File: src/hw/rtl/dirty_rect_merge_table_top_defines.svh
// Assertion macros used by the dirty rectangle table RTL.
`ifndef DIRTY_RECT_MERGE_TABLE_TOP_DEFINES_SVH
`define DIRTY_RECT_MERGE_TABLE_TOP_DEFINES_SVH

// Same-cycle implication, checked outside reset.
`define DRM_ASSERT_NOW(label, ante, cons, msg) \
	label: assert property (@(posedge clk) disable iff (!arst_n) (ante) |-> (cons)) \
		else $error(msg);

// Next-cycle implication, checked outside reset.
`define DRM_ASSERT_NEXT(label, ante, cons, msg) \
	label: assert property (@(posedge clk) disable iff (!arst_n) (ante) |=> (cons)) \
		else $error(msg);

`endif

File: src/hw/rtl/drm_pkg.sv
// Package with the types and constants of the dirty rectangle table.
`default_nettype none

package drm_pkg;

	localparam int MaxRegions = 16;
	localparam int IdxW = (MaxRegions > 1) ? $clog2(MaxRegions) : 1;
	localparam int CntW = $clog2(MaxRegions + 1);

	localparam int PosW = 12;
	localparam int DimW = 13;
	localparam int EndW = DimW + 1;
	localparam int StatusW = 3;

	localparam logic [DimW-1:0] DimMax = {DimW{1'b1}};

	localparam logic [StatusW-1:0] StMerged = 3'd0;
	localparam logic [StatusW-1:0] StAppended = 3'd1;
	localparam logic [StatusW-1:0] StDropped = 3'd2;
	localparam logic [StatusW-1:0] StFlushed = 3'd3;
	localparam logic [StatusW-1:0] StNothing = 3'd4;

	typedef struct packed {
		logic [PosW-1:0] x;
		logic [PosW-1:0] y;
		logic [DimW-1:0] w;
		logic [DimW-1:0] h;
	} region_t;

endpackage

`default_nettype wire

File: src/hw/rtl/dirty_rect_merge_table_top.sv
// Damage tracker: a small table of dirty rectangles with merge, append and flush.
`default_nettype none

// A mark item (kind 0) brings a rectangle; the block scans its stored
// entries in order, one entry per cycle, and the first entry that overlaps
// the rectangle strictly is replaced by the bounding box of both (width and
// height saturate at 8191). With no overlap the rectangle is appended, or,
// when all 16 entries are in use, dropped with status 2 and echoed back.
// Every mark gives exactly one result with last set. A flush item (kind 1)
// gives every stored rectangle in order with status 3, last on the final one,
// and then empties the table; an empty table gives one all-zero result with
// status 4. Timing: the block takes one item at a time and in_ready is low
// while it works. A mark is accepted, then the overlap comparator scans
// the entries; then the block appends or drops, or merges in the states
// S_MRG_X, S_MRG_Y and S_MRG_WR, since a single span unit (add, min/max,
// subtract, saturate) forms the x span and the y span in turn before the
// write back. A flush streams one result per cycle from the table's single
// read port while out_ready is high. The result register lets the next item
// be accepted while a finished result is still waiting to be taken.
module dirty_rect_merge_table_top (
	input  wire logic                         clk,
	input  wire logic                         arst_n,
	input  wire logic                         in_valid,
	output logic                              in_ready,
	input  wire logic                         kind,
	input  wire logic [drm_pkg::PosW-1:0]     rect_x,
	input  wire logic [drm_pkg::PosW-1:0]     rect_y,
	input  wire logic [drm_pkg::DimW-1:0]     rect_w,
	input  wire logic [drm_pkg::DimW-1:0]     rect_h,
	output logic                              out_valid,
	input  wire logic                         out_ready,
	output logic [drm_pkg::PosW-1:0]          out_x,
	output logic [drm_pkg::PosW-1:0]          out_y,
	output logic [drm_pkg::DimW-1:0]          out_w,
	output logic [drm_pkg::DimW-1:0]          out_h,
	output logic [drm_pkg::StatusW-1:0]       status,
	output logic                              last
);
	import drm_pkg::*;

	`include "dirty_rect_merge_table_top_defines.svh"

	typedef enum logic [2:0] {
		S_IDLE,
		S_CMP,
		S_ADD,
		S_MRG_X,
		S_MRG_Y,
		S_MRG_WR,
		S_FLUSH,
		S_NONE
	} state_t;

	typedef struct packed {
		logic [PosW-1:0] lo;
		logic [DimW-1:0] len;
	} span_t;

	state_t state_q;
	logic [CntW-1:0] count_q;
	logic [IdxW-1:0] idx_q;
	logic out_valid_q;
	logic [PosW-1:0] out_x_q;
	logic [PosW-1:0] out_y_q;
	logic [DimW-1:0] out_w_q;
	logic [DimW-1:0] out_h_q;
	logic [StatusW-1:0] status_q;
	logic last_q;

	// Table storage with one write port and one registered read port.
	region_t mem_q [2**IdxW];
	region_t rd_data_q;
	logic [IdxW-1:0] rd_addr;
	logic wr_en;
	logic [IdxW-1:0] wr_addr;
	region_t wr_data;

	// Item and merge working registers.
	region_t rect_q;
	region_t ent_q;
	logic [PosW-1:0] mx_q;
	logic [DimW-1:0] mw_q;

	logic slot_free;
	logic emit_go;
	logic accept;
	logic hit;
	logic scan_last;
	logic full;
	logic [CntW-1:0] idx_ext;
	logic [IdxW-1:0] idx_inc;
	logic [PosW-1:0] res_x;
	logic [PosW-1:0] res_y;
	logic [DimW-1:0] res_w;
	logic [DimW-1:0] res_h;
	logic [StatusW-1:0] res_status;
	logic res_last;

	// Shared span unit operands and result.
	logic [PosW-1:0] sp_a0;
	logic [DimW-1:0] sp_aw;
	logic [PosW-1:0] sp_b0;
	logic [DimW-1:0] sp_bw;
	logic [EndW-1:0] sp_a1;
	logic [EndW-1:0] sp_b1;
	logic [PosW-1:0] sp_lo;
	logic [EndW-1:0] sp_hi;
	logic [EndW-1:0] sp_diff;
	span_t sp_res;

	// Overlap test of the stored entry that was just read against the mark.
	logic [EndW-1:0] e_x1;
	logic [EndW-1:0] e_y1;
	logic [EndW-1:0] r_x1;
	logic [EndW-1:0] r_y1;

	assign in_ready = (state_q == S_IDLE);
	assign accept = in_valid && in_ready;
	assign slot_free = !out_valid_q || out_ready;
	assign full = (count_q == CntW'(MaxRegions));
	assign idx_ext = CntW'(idx_q);
	assign idx_inc = IdxW'(idx_ext + CntW'(1));
	assign scan_last = ((idx_ext + CntW'(1)) == count_q);

	assign e_x1 = EndW'(rd_data_q.x) + EndW'(rd_data_q.w);
	assign e_y1 = EndW'(rd_data_q.y) + EndW'(rd_data_q.h);
	assign r_x1 = EndW'(rect_q.x) + EndW'(rect_q.w);
	assign r_y1 = EndW'(rect_q.y) + EndW'(rect_q.h);
	assign hit = (EndW'(rd_data_q.x) < r_x1) && (EndW'(rect_q.x) < e_x1) &&
		(EndW'(rd_data_q.y) < r_y1) && (EndW'(rect_q.y) < e_y1);

	// The span unit serves the x axis first, then the y axis.
	always_comb begin
		if (state_q == S_MRG_Y) begin
			sp_a0 = ent_q.y;
			sp_aw = ent_q.h;
			sp_b0 = rect_q.y;
			sp_bw = rect_q.h;
		end else begin
			sp_a0 = ent_q.x;
			sp_aw = ent_q.w;
			sp_b0 = rect_q.x;
			sp_bw = rect_q.w;
		end
		sp_a1 = EndW'(sp_a0) + EndW'(sp_aw);
		sp_b1 = EndW'(sp_b0) + EndW'(sp_bw);
		sp_lo = (sp_a0 < sp_b0) ? sp_a0 : sp_b0;
		sp_hi = (sp_a1 > sp_b1) ? sp_a1 : sp_b1;
		sp_diff = sp_hi - EndW'(sp_lo);
		sp_res.lo = sp_lo;
		sp_res.len = (sp_diff > EndW'(DimMax)) ? DimMax : sp_diff[DimW-1:0];
	end

	// Result selection and the table's port controls.
	always_comb begin
		emit_go = 1'b0;
		res_x = rect_q.x;
		res_y = rect_q.y;
		res_w = rect_q.w;
		res_h = rect_q.h;
		res_status = StAppended;
		res_last = 1'b1;
		rd_addr = idx_q;
		wr_en = 1'b0;
		wr_addr = idx_q;
		wr_data = rect_q;
		unique case (state_q)
			S_IDLE: begin
				rd_addr = '0;
			end
			S_CMP: begin
				rd_addr = idx_inc;
			end
			S_ADD: begin
				emit_go = slot_free;
				res_status = full ? StDropped : StAppended;
				wr_en = slot_free && !full;
				wr_addr = count_q[IdxW-1:0];
			end
			S_MRG_X, S_MRG_Y: begin
			end
			S_MRG_WR: begin
				// The y span was parked in the entry register by the previous step.
				emit_go = slot_free;
				res_x = mx_q;
				res_y = ent_q.y;
				res_w = mw_q;
				res_h = ent_q.h;
				res_status = StMerged;
				wr_en = slot_free;
				wr_data = '{x: mx_q, y: ent_q.y, w: mw_q, h: ent_q.h};
			end
			S_FLUSH: begin
				emit_go = slot_free;
				res_x = rd_data_q.x;
				res_y = rd_data_q.y;
				res_w = rd_data_q.w;
				res_h = rd_data_q.h;
				res_status = StFlushed;
				res_last = scan_last;
				rd_addr = slot_free ? idx_inc : idx_q;
			end
			S_NONE: begin
				emit_go = slot_free;
				res_x = '0;
				res_y = '0;
				res_w = '0;
				res_h = '0;
				res_status = StNothing;
			end
			default: begin
			end
		endcase
	end

	// Sequencer, table count and the result register.
	always_ff @(posedge clk or negedge arst_n) begin
		if (!arst_n) begin
			state_q <= S_IDLE;
			count_q <= '0;
			idx_q <= '0;
			out_valid_q <= 1'b0;
			out_x_q <= '0;
			out_y_q <= '0;
			out_w_q <= '0;
			out_h_q <= '0;
			status_q <= StNothing;
			last_q <= 1'b0;
		end else begin
			if (out_valid_q && out_ready) begin
				out_valid_q <= 1'b0;
			end
			if (emit_go) begin
				out_valid_q <= 1'b1;
				out_x_q <= res_x;
				out_y_q <= res_y;
				out_w_q <= res_w;
				out_h_q <= res_h;
				status_q <= res_status;
				last_q <= res_last;
			end
			unique case (state_q)
				S_IDLE: begin
					idx_q <= '0;
					if (accept) begin
						if (kind) begin
							state_q <= (count_q == '0) ? S_NONE : S_FLUSH;
						end else begin
							state_q <= (count_q == '0) ? S_ADD : S_CMP;
						end
					end
				end
				S_CMP: begin
					if (hit) begin
						state_q <= S_MRG_X;
					end else if (scan_last) begin
						state_q <= S_ADD;
					end else begin
						idx_q <= idx_inc;
					end
				end
				S_ADD: begin
					if (emit_go) begin
						if (!full) begin
							count_q <= count_q + CntW'(1);
						end
						state_q <= S_IDLE;
					end
				end
				S_MRG_X: begin
					state_q <= S_MRG_Y;
				end
				S_MRG_Y: begin
					state_q <= S_MRG_WR;
				end
				S_MRG_WR: begin
					if (emit_go) begin
						state_q <= S_IDLE;
					end
				end
				S_FLUSH: begin
					if (emit_go) begin
						if (scan_last) begin
							count_q <= '0;
							state_q <= S_IDLE;
						end else begin
							idx_q <= idx_inc;
						end
					end
				end
				S_NONE: begin
					if (emit_go) begin
						state_q <= S_IDLE;
					end
				end
				default: begin
					state_q <= S_IDLE;
				end
			endcase
		end
	end

	// Datapath registers and the table memory.
	always_ff @(posedge clk) begin
		rd_data_q <= mem_q[rd_addr];
		if (wr_en) begin
			mem_q[wr_addr] <= wr_data;
		end
		if (accept) begin
			rect_q <= '{x: rect_x, y: rect_y, w: rect_w, h: rect_h};
		end
		if (state_q == S_CMP && hit) begin
			ent_q <= rd_data_q;
		end
		if (state_q == S_MRG_X) begin
			mx_q <= sp_res.lo;
			mw_q <= sp_res.len;
		end
		if (state_q == S_MRG_Y) begin
			ent_q.y <= sp_res.lo;
			ent_q.h <= sp_res.len;
		end
	end

	assign out_valid = out_valid_q;
	assign out_x = out_x_q;
	assign out_y = out_y_q;
	assign out_w = out_w_q;
	assign out_h = out_h_q;
	assign status = status_q;
	assign last = last_q;

	// The table never holds more entries than it has room for.
	`DRM_ASSERT_NOW(a_count_bound, 1'b1, count_q <= CntW'(MaxRegions),
		"region count above table depth")
	// Scanning and flushing only touch entries that are in use.
	`DRM_ASSERT_NOW(a_idx_in_use, state_q == S_CMP || state_q == S_FLUSH,
		idx_ext < count_q, "table index beyond region count")
	// Back in idle, a waiting result is always the final one of its item.
	`DRM_ASSERT_NOW(a_idle_last, state_q == S_IDLE && out_valid_q, last_q,
		"idle with a result that is not the last one")
	// The final flushed result leaves the table empty.
	`DRM_ASSERT_NEXT(a_flush_clears, state_q == S_FLUSH && emit_go && scan_last,
		count_q == '0, "table not empty after flush")
	// An append grows the table by exactly one entry.
	`DRM_ASSERT_NEXT(a_append_grows, state_q == S_ADD && emit_go && !full,
		count_q == $past(count_q) + CntW'(1), "append did not grow the table")

endmodule

`default_nettype wire
File: config.mk
export PLATFORM = sky130hd
export DESIGN_NAME = dirty_rect_merge_table_top
export DESIGN_NICKNAME = d
export VERILOG_FILES = /design/src/hw/rtl/drm_pkg.sv /design/src/hw/rtl/dirty_rect_merge_table_top.sv
export VERILOG_INCLUDE_DIRS = /design/src /design/src/hw/rtl
export SDC_FILE = /design/constraint.sdc
export NUM_CORES = 1
export LEC_CHECK = 0
export BUFFER_PORTS_ARGS = -buffer_cell sky130_fd_sc_hd__buf_2
export CAP_MARGIN = 40
export CORE_UTILIZATION = 68
export DETAILED_ROUTE_END_ITERATION = 6
export PLACE_DENSITY_LB_ADDON = 0.15
export SYNTH_ARGS = -nofsm -noshare
export SYNTH_HDL_FRONTEND = slang
export SYNTH_SLANG_ARGS = --single-unit
File: constraint.sdc
create_clock -name clk -period 17.65 [get_ports clk]
set_clock_uncertainty 0.2 [all_clocks]
set_input_delay 5.295 -clock clk [delete_from_list [all_inputs] [get_ports clk]]
set_output_delay 5.295 -clock clk [all_outputs]
set_load 0.03 [all_outputs]
# Word-level counts from Yosys, hierarchy flattened
# Memories as Yosys holds them, arrays and structs flattened. A register that Yosys moved wholly into a read port is not among the register bits.
# Cells that the tools add are included.
# Widths: inputs -> output; s select.
op_classes:
  addsub: 9
  order_cmp: 7
  eq_ne: 17
  muxes: 46
  n_reduce_logical: 21
op_table:
  columns: ["op", "n"]
  rows:
  - ["$add 12x13->14", 6]
  - ["$pmux 13 s3", 2]
  - ["$pmux 12 s3", 2]
  - ["$lt 12x14->1", 4]
  - ["$mux 13", 4]
  - ["$mux 50", 1]
  - ["$mux 12", 4]
  - ["$mux 38", 1]
  - ["$pmux 4 s3", 2]
  - ["$mux 3", 7]
  - ["$mux 4", 5]
  - ["$mux 5", 4]
  - ["$pmux 3 s6", 1]
  - ["$gt 14x13->1 const B", 1]
  - ["$gt 14x14->1", 1]
  - ["$mux 14", 1]
  - ["$sub 14x12->14", 1]
  - ["$eq 3x3->1 const B", 4]
  - ["$lt 12x12->1", 1]
  - ["$pmux 3 s4", 1]
  - ["$ne 2x2->1 const B", 5]
  - ["$pmux 5 s2", 1]
  - ["$reduce_and 5->1", 2]
  - ["$logic_and 1x1->1", 7]
  - ["20 further kinds", 32]
word_totals:
  regBits: 192
  ram_bits: 800
  input_bits: 55
  output_inout_bits: 56
  n_memories: 1
memory_table:
  columns: ["memory", "words", "word_bits", "read_ports", "rd_clocked_by_memory_dff", "write_ports", "line", "text"]
  rows:
  - ["mem_q", 16, 50, 1, 1, 1, "dirty_rect_merge_table_top.sv:71", "region_t mem_q [2**IdxW];"]

# Logic depth before layout (Yosys ltp)
depth:
  ltp_word: 9
  depth_mapped: 41

# Worst setup path before layout
# No wires, ideal clock.
synth_timing:
  path_kind: "input port to flip-flop"
  start: "input out_ready"
  end: "memory mem_q[2][0] (netlist name), enable pin"
  setup_ns: 0.458
  t_arrival_ns: 8.068
  required_ns: 16.992
  setup_slack_ns: 8.924
  path_stages: 6
  path_cell_list: "nand2b_1 > clkbuf_1 > o21ai_0 > nor2_1 > nand2_1 > nor2_1"
synth_between:
  elab_chain_cells: 5
synth_lines:
  columns: ["element", "line", "text"]
  rows:
  - ["from (decl)", "dirty_rect_merge_table_top.sv:31", "input wire logic out_ready,"]
  - ["$logic_or 1x1->1 (*)", "dirty_rect_merge_table_top.sv:119", "assign slot_free = !out_valid_q || out_ready;"]
  - ["$logic_and 1x1->1", "dirty_rect_merge_table_top.sv:177", "wr_en = slot_free && !full;"]
  - ["$pmux 1 s2 (*)", "dirty_rect_merge_table_top.sv:167", "unique case (state_q)"]
  - ["$mux 1 (*)", "dirty_rect_merge_table_top.sv:306", "if (wr_en) begin"]
  - ["$mux 1 (not written as such) (*)", "dirty_rect_merge_table_top.sv:307", "mem_q[wr_addr] <= wr_data;"]
  - ["to (decl)", "dirty_rect_merge_table_top.sv:71", null]
# Every way passes the cells marked *; elsewhere a longest branch is shown, timed or not.

# Worst setup path in the final report
layout_timing:
  start: "register state_q[2]"
  end: "register ent_q[12] (netlist name) (data pin)"
layout_between:
  elab_chain_cells: 9
layout_lines:
  columns: ["element", "line", "text"]
  rows:
  - ["from (decl)", "dirty_rect_merge_table_top.sv:59", "state_t state_q;"]
  - ["from (signal assigned)", "dirty_rect_merge_table_top.sv:247", "state_q <= (count_q == '0) ? S_NONE : S_FLUSH;"]
  - ["from (signal assigned)", "dirty_rect_merge_table_top.sv:249", "state_q <= (count_q == '0) ? S_ADD : S_CMP;"]
  - ["$eq 3x3->1 (*)", "dirty_rect_merge_table_top.sv:134, dirty_rect_merge_table_top.sv:319", null]
  - ["$mux 12 / $mux 13 (equally long branches)", "dirty_rect_merge_table_top.sv:134", "if (state_q == S_MRG_Y) begin"]
  - ["$add 12x13->14 (on tied branches)", "dirty_rect_merge_table_top.sv:145, dirty_rect_merge_table_top.sv:146", null]
  - ["$gt 14x14->1", "dirty_rect_merge_table_top.sv:148", "sp_hi = (sp_a1 > sp_b1) ? sp_a1 : sp_b1;"]
  - ["$mux 14", "dirty_rect_merge_table_top.sv:148", null]
  - ["$sub 14x12->14", "dirty_rect_merge_table_top.sv:149", "sp_diff = sp_hi - EndW'(sp_lo);"]
  - ["$gt 14x13->1", "dirty_rect_merge_table_top.sv:151", "sp_res.len = (sp_diff > EndW'(DimMax)) ? DimMax : sp_diff[DimW-1:0];"]
  - ["$mux 13", "dirty_rect_merge_table_top.sv:151", null]
  - ["$mux 13 (*)", "dirty_rect_merge_table_top.sv:319", "if (state_q == S_MRG_Y) begin"]
  - ["to (signal assigned)", "dirty_rect_merge_table_top.sv:313", "ent_q <= rd_data_q;"]
  - ["to (decl)", "dirty_rect_merge_table_top.sv:80", "region_t ent_q;"]
# Marked as above.
# A chain may end at the register's enable or synchronous reset.

==> impl_metrics.ini <==
[cts]
cts_resized = 0
cts_buffer_depth = 3
numCtsBuffers = 100
postCtsSetupBuffers = 0
cts_root_buf = clkbuf_16
h-tree-depth = 3
holdBufCountCts = 0
cts_tree = built
clock_latency_ps = 690
cts.sinks = 1042
clk_pin_slew_worst_paths_ps = 60

[placed_design]
post-place-ws_ps = 7700
port_buffers = 110
dp_hpwl_mm = 86.2
gp_congestion = 1.01
place_area_mm2 = 0.0487

[synthesis]
synth_edf_count = 925
yosys.cell_types.count = 82
synthTopCellsByArea = edfxtp_1 60%, mux4_2 9.7%, ha_1 4.1%, dfrtp_1 3.5%, nand2_1 3.4%
yosysTopAreaCell = edfxtp_1
ys_async_sr_fraction = 0.0643
synth_common_cells = 925 x edfxtp_1, 424 x nand2_1, 201 x mux4_2
synthesis.nets = 3343
synth-main-ff-cell = edfxtp_1
synth_top_area_frac = 0.596
ys.warnings.count = 0
syn_area_mm2 = 0.0466
ys_seq_area_frac = 0.653
avgSynthCellArea_um2 = 14.9
synth_cells = 3130
ys_ff_latch = 1042
synth.most_common_cell = edfxtp_1

[sta]
layout_setup_ws_ps = 7580
holdWs_ps = 303
final-setup-viol-count = 0
maxSlewHeadroom = 0.328
clock.fmax_mhz = 99.3
finalCritPeriodShare = 0.571
worst-slew-pin-transition_ps = 1010
fin_setup_tns_ps = 0
grt_setup_unrepaired = false
slew_viol_final = 0
hold_viol = 0
min_period_ps = 10070

[grt]
grt_pass1_vias = 30100
grt_overflow = 0
antenna_found_initial = 0
grt_max_degree = 103
grt_first_pass_wirelength_mm = 202
grt.total_usage = 0.408

[critical_path]
cp_num_buf_inv = 4
arrival_ps = 10250
cpLargestDelayFamily = compound AO/OA/AOI/OAI gates
crit_slowest_cell = buf_4
end_kind = register
critPathRequiredTime_ps = 17820
startpoint_type = register
cp_max_fo = 78
cp_slowest_stage_delay_ps = 700
crit_type = reg -> reg

[finish]
drive_above_1_share = 0.179
fillerInstances = 3708
multiInputGateArea_mm2 = 0.0155
fin_area_mm2 = 0.0522
regArea_mm2 = 0.0305
syn_to_final_growth_pct = 11.9
layout.nets = 3465

[detailed_routing]
wl_met3_mm = 17.9
via_per_inst = 7.16
routed.top_layer = met4
vias = 30200
ant_nets = 0
wl_per_cell_um = 33.4
wl_mm = 141
drc = 1
drt-pass1-iter-count = 7
wl_met1_mm = 48.5
dr_wl_met2_mm = 64.8
drtIter0Drc = 4494

[floorplan]
fp.dieW_um = 264
die_area_mm2 = 0.0696
rows = 95
start_util = 0.691
io_pins = 111
core_area_mm2 = 0.0675
dieHeight_um = 264

[min_path]
hold_class = reg -> reg

[outcome]
outcome = complete, but fails checks
violations = DRC

[job]
drv_cap = 0
## layout make-up
type                    count  share of cell area
inverters                  75             0.00540
diodes                      1           0.0000480
well taps                 873              0.0209
multi-input cells        1851               0.297
clock buffers             143              0.0549
repair buffers            182              0.0270
clock inverters            46              0.0112
flip-flops and latches   1042               0.584
## kinds of logic after synthesis
logic type,after synthesis,share of synthesized area
DFF,1042,0.653
and+or+nand+nor,737,0.0695
xor gates and xnor gates,94,0.0177
buffers and inverters,237,0.0201
muxes,251,0.108
AOI/OAI and AO/OA,606,0.0873
adders and majority gates,163,0.0443
## metrics by stage
| step | utilization | cells |
|---|---|---|
| 5_1_grt | 0.773 | 4212 |
| 4_1_cts | 0.773 | 4211 |
| 3_5_place_dp | 0.722 | 4022 |
| 6_report | 0.773 | 4213 |
| 3_3_place_gp | 0.714 | 3997 |
| 2_1_floorplan | - | 3130 |
## path summary, 6_finish.rpt
path	start	to	slack, ps	cells past startpoint
setup reg to reg	state_q[2]	ent_q[12]	7580	37
hold / removal	status[1]	status[1]	300	1
hold reg to reg	status[1]	status[1]	300	1
max in group asynchronous	arst_n	status[2]	12250	2
setup / recovery	state_q[2]	ent_q[12]	7580	37
min in group asynchronous	arst_n	count_q[1]	4380	1
## placed cells by master (no fill, tap or decap), types with 10 or more instances in the layout
cell / Yosys / layout
mux4_2: 201 / 201
nor2_4: 0 / 17
buf_4: 1 / 49
clkbuf_1: 114 / 24
ha_1: 153 / 153
nand2_1: 424 / 424
dfxtp_1: 50 / 50
buf_12: 0 / 10
xnor2_1: 48 / 48
edfxtp_1: 925 / 925
dfrtp_1: 66 / 65
xor2_1: 46 / 46
bufinv_16: 0 / 10
a22oi_1: 51 / 51
mux2i_1: 45 / 45
clkinv_1: 0 / 10
nor2b_1: 21 / 18
nand3_1: 21 / 21
inv_1: 75 / 75
nand2b_1: 17 / 17
a22o_1: 53 / 53
a21oi_1: 137 / 134
a21o_1: 37 / 37
and3_1: 12 / 12
a211oi_1: 60 / 58
nor3_1: 17 / 17
clkbuf_16: 0 / 101
clkinv_2: 0 / 17
clkbuf_8: 0 / 18
buf_2: 22 / 111
a31oi_1: 67 / 67
and2_1: 52 / 50
nor2_1: 123 / 106
o21ai_1: 12 / 11
o21ai_0: 88 / 88
## state kept, by name (all words and copies together) (netlist names)
signal     flops
mem_q        800
mw_q          13
out_valid      1
rect_q        50
out_y         12
ent_q         50
idx_q          4
out_x         12
rd_data_q     50
last           1
mx_q          12
out_w         13
state_q        3
out_h         13
count_q        5
status         3
## per-layer routing
layer	vias to the layer above	GRT usage
met5	-	0
met4	0	0.232
met3	494	0.0948
met2	2381	0.625
met1	14900	0.546
li1	12400	-
Power is left out: the tool's default activity adds up to more than one toggle a clock period on the data nets, which glitch-free logic cannot reach.
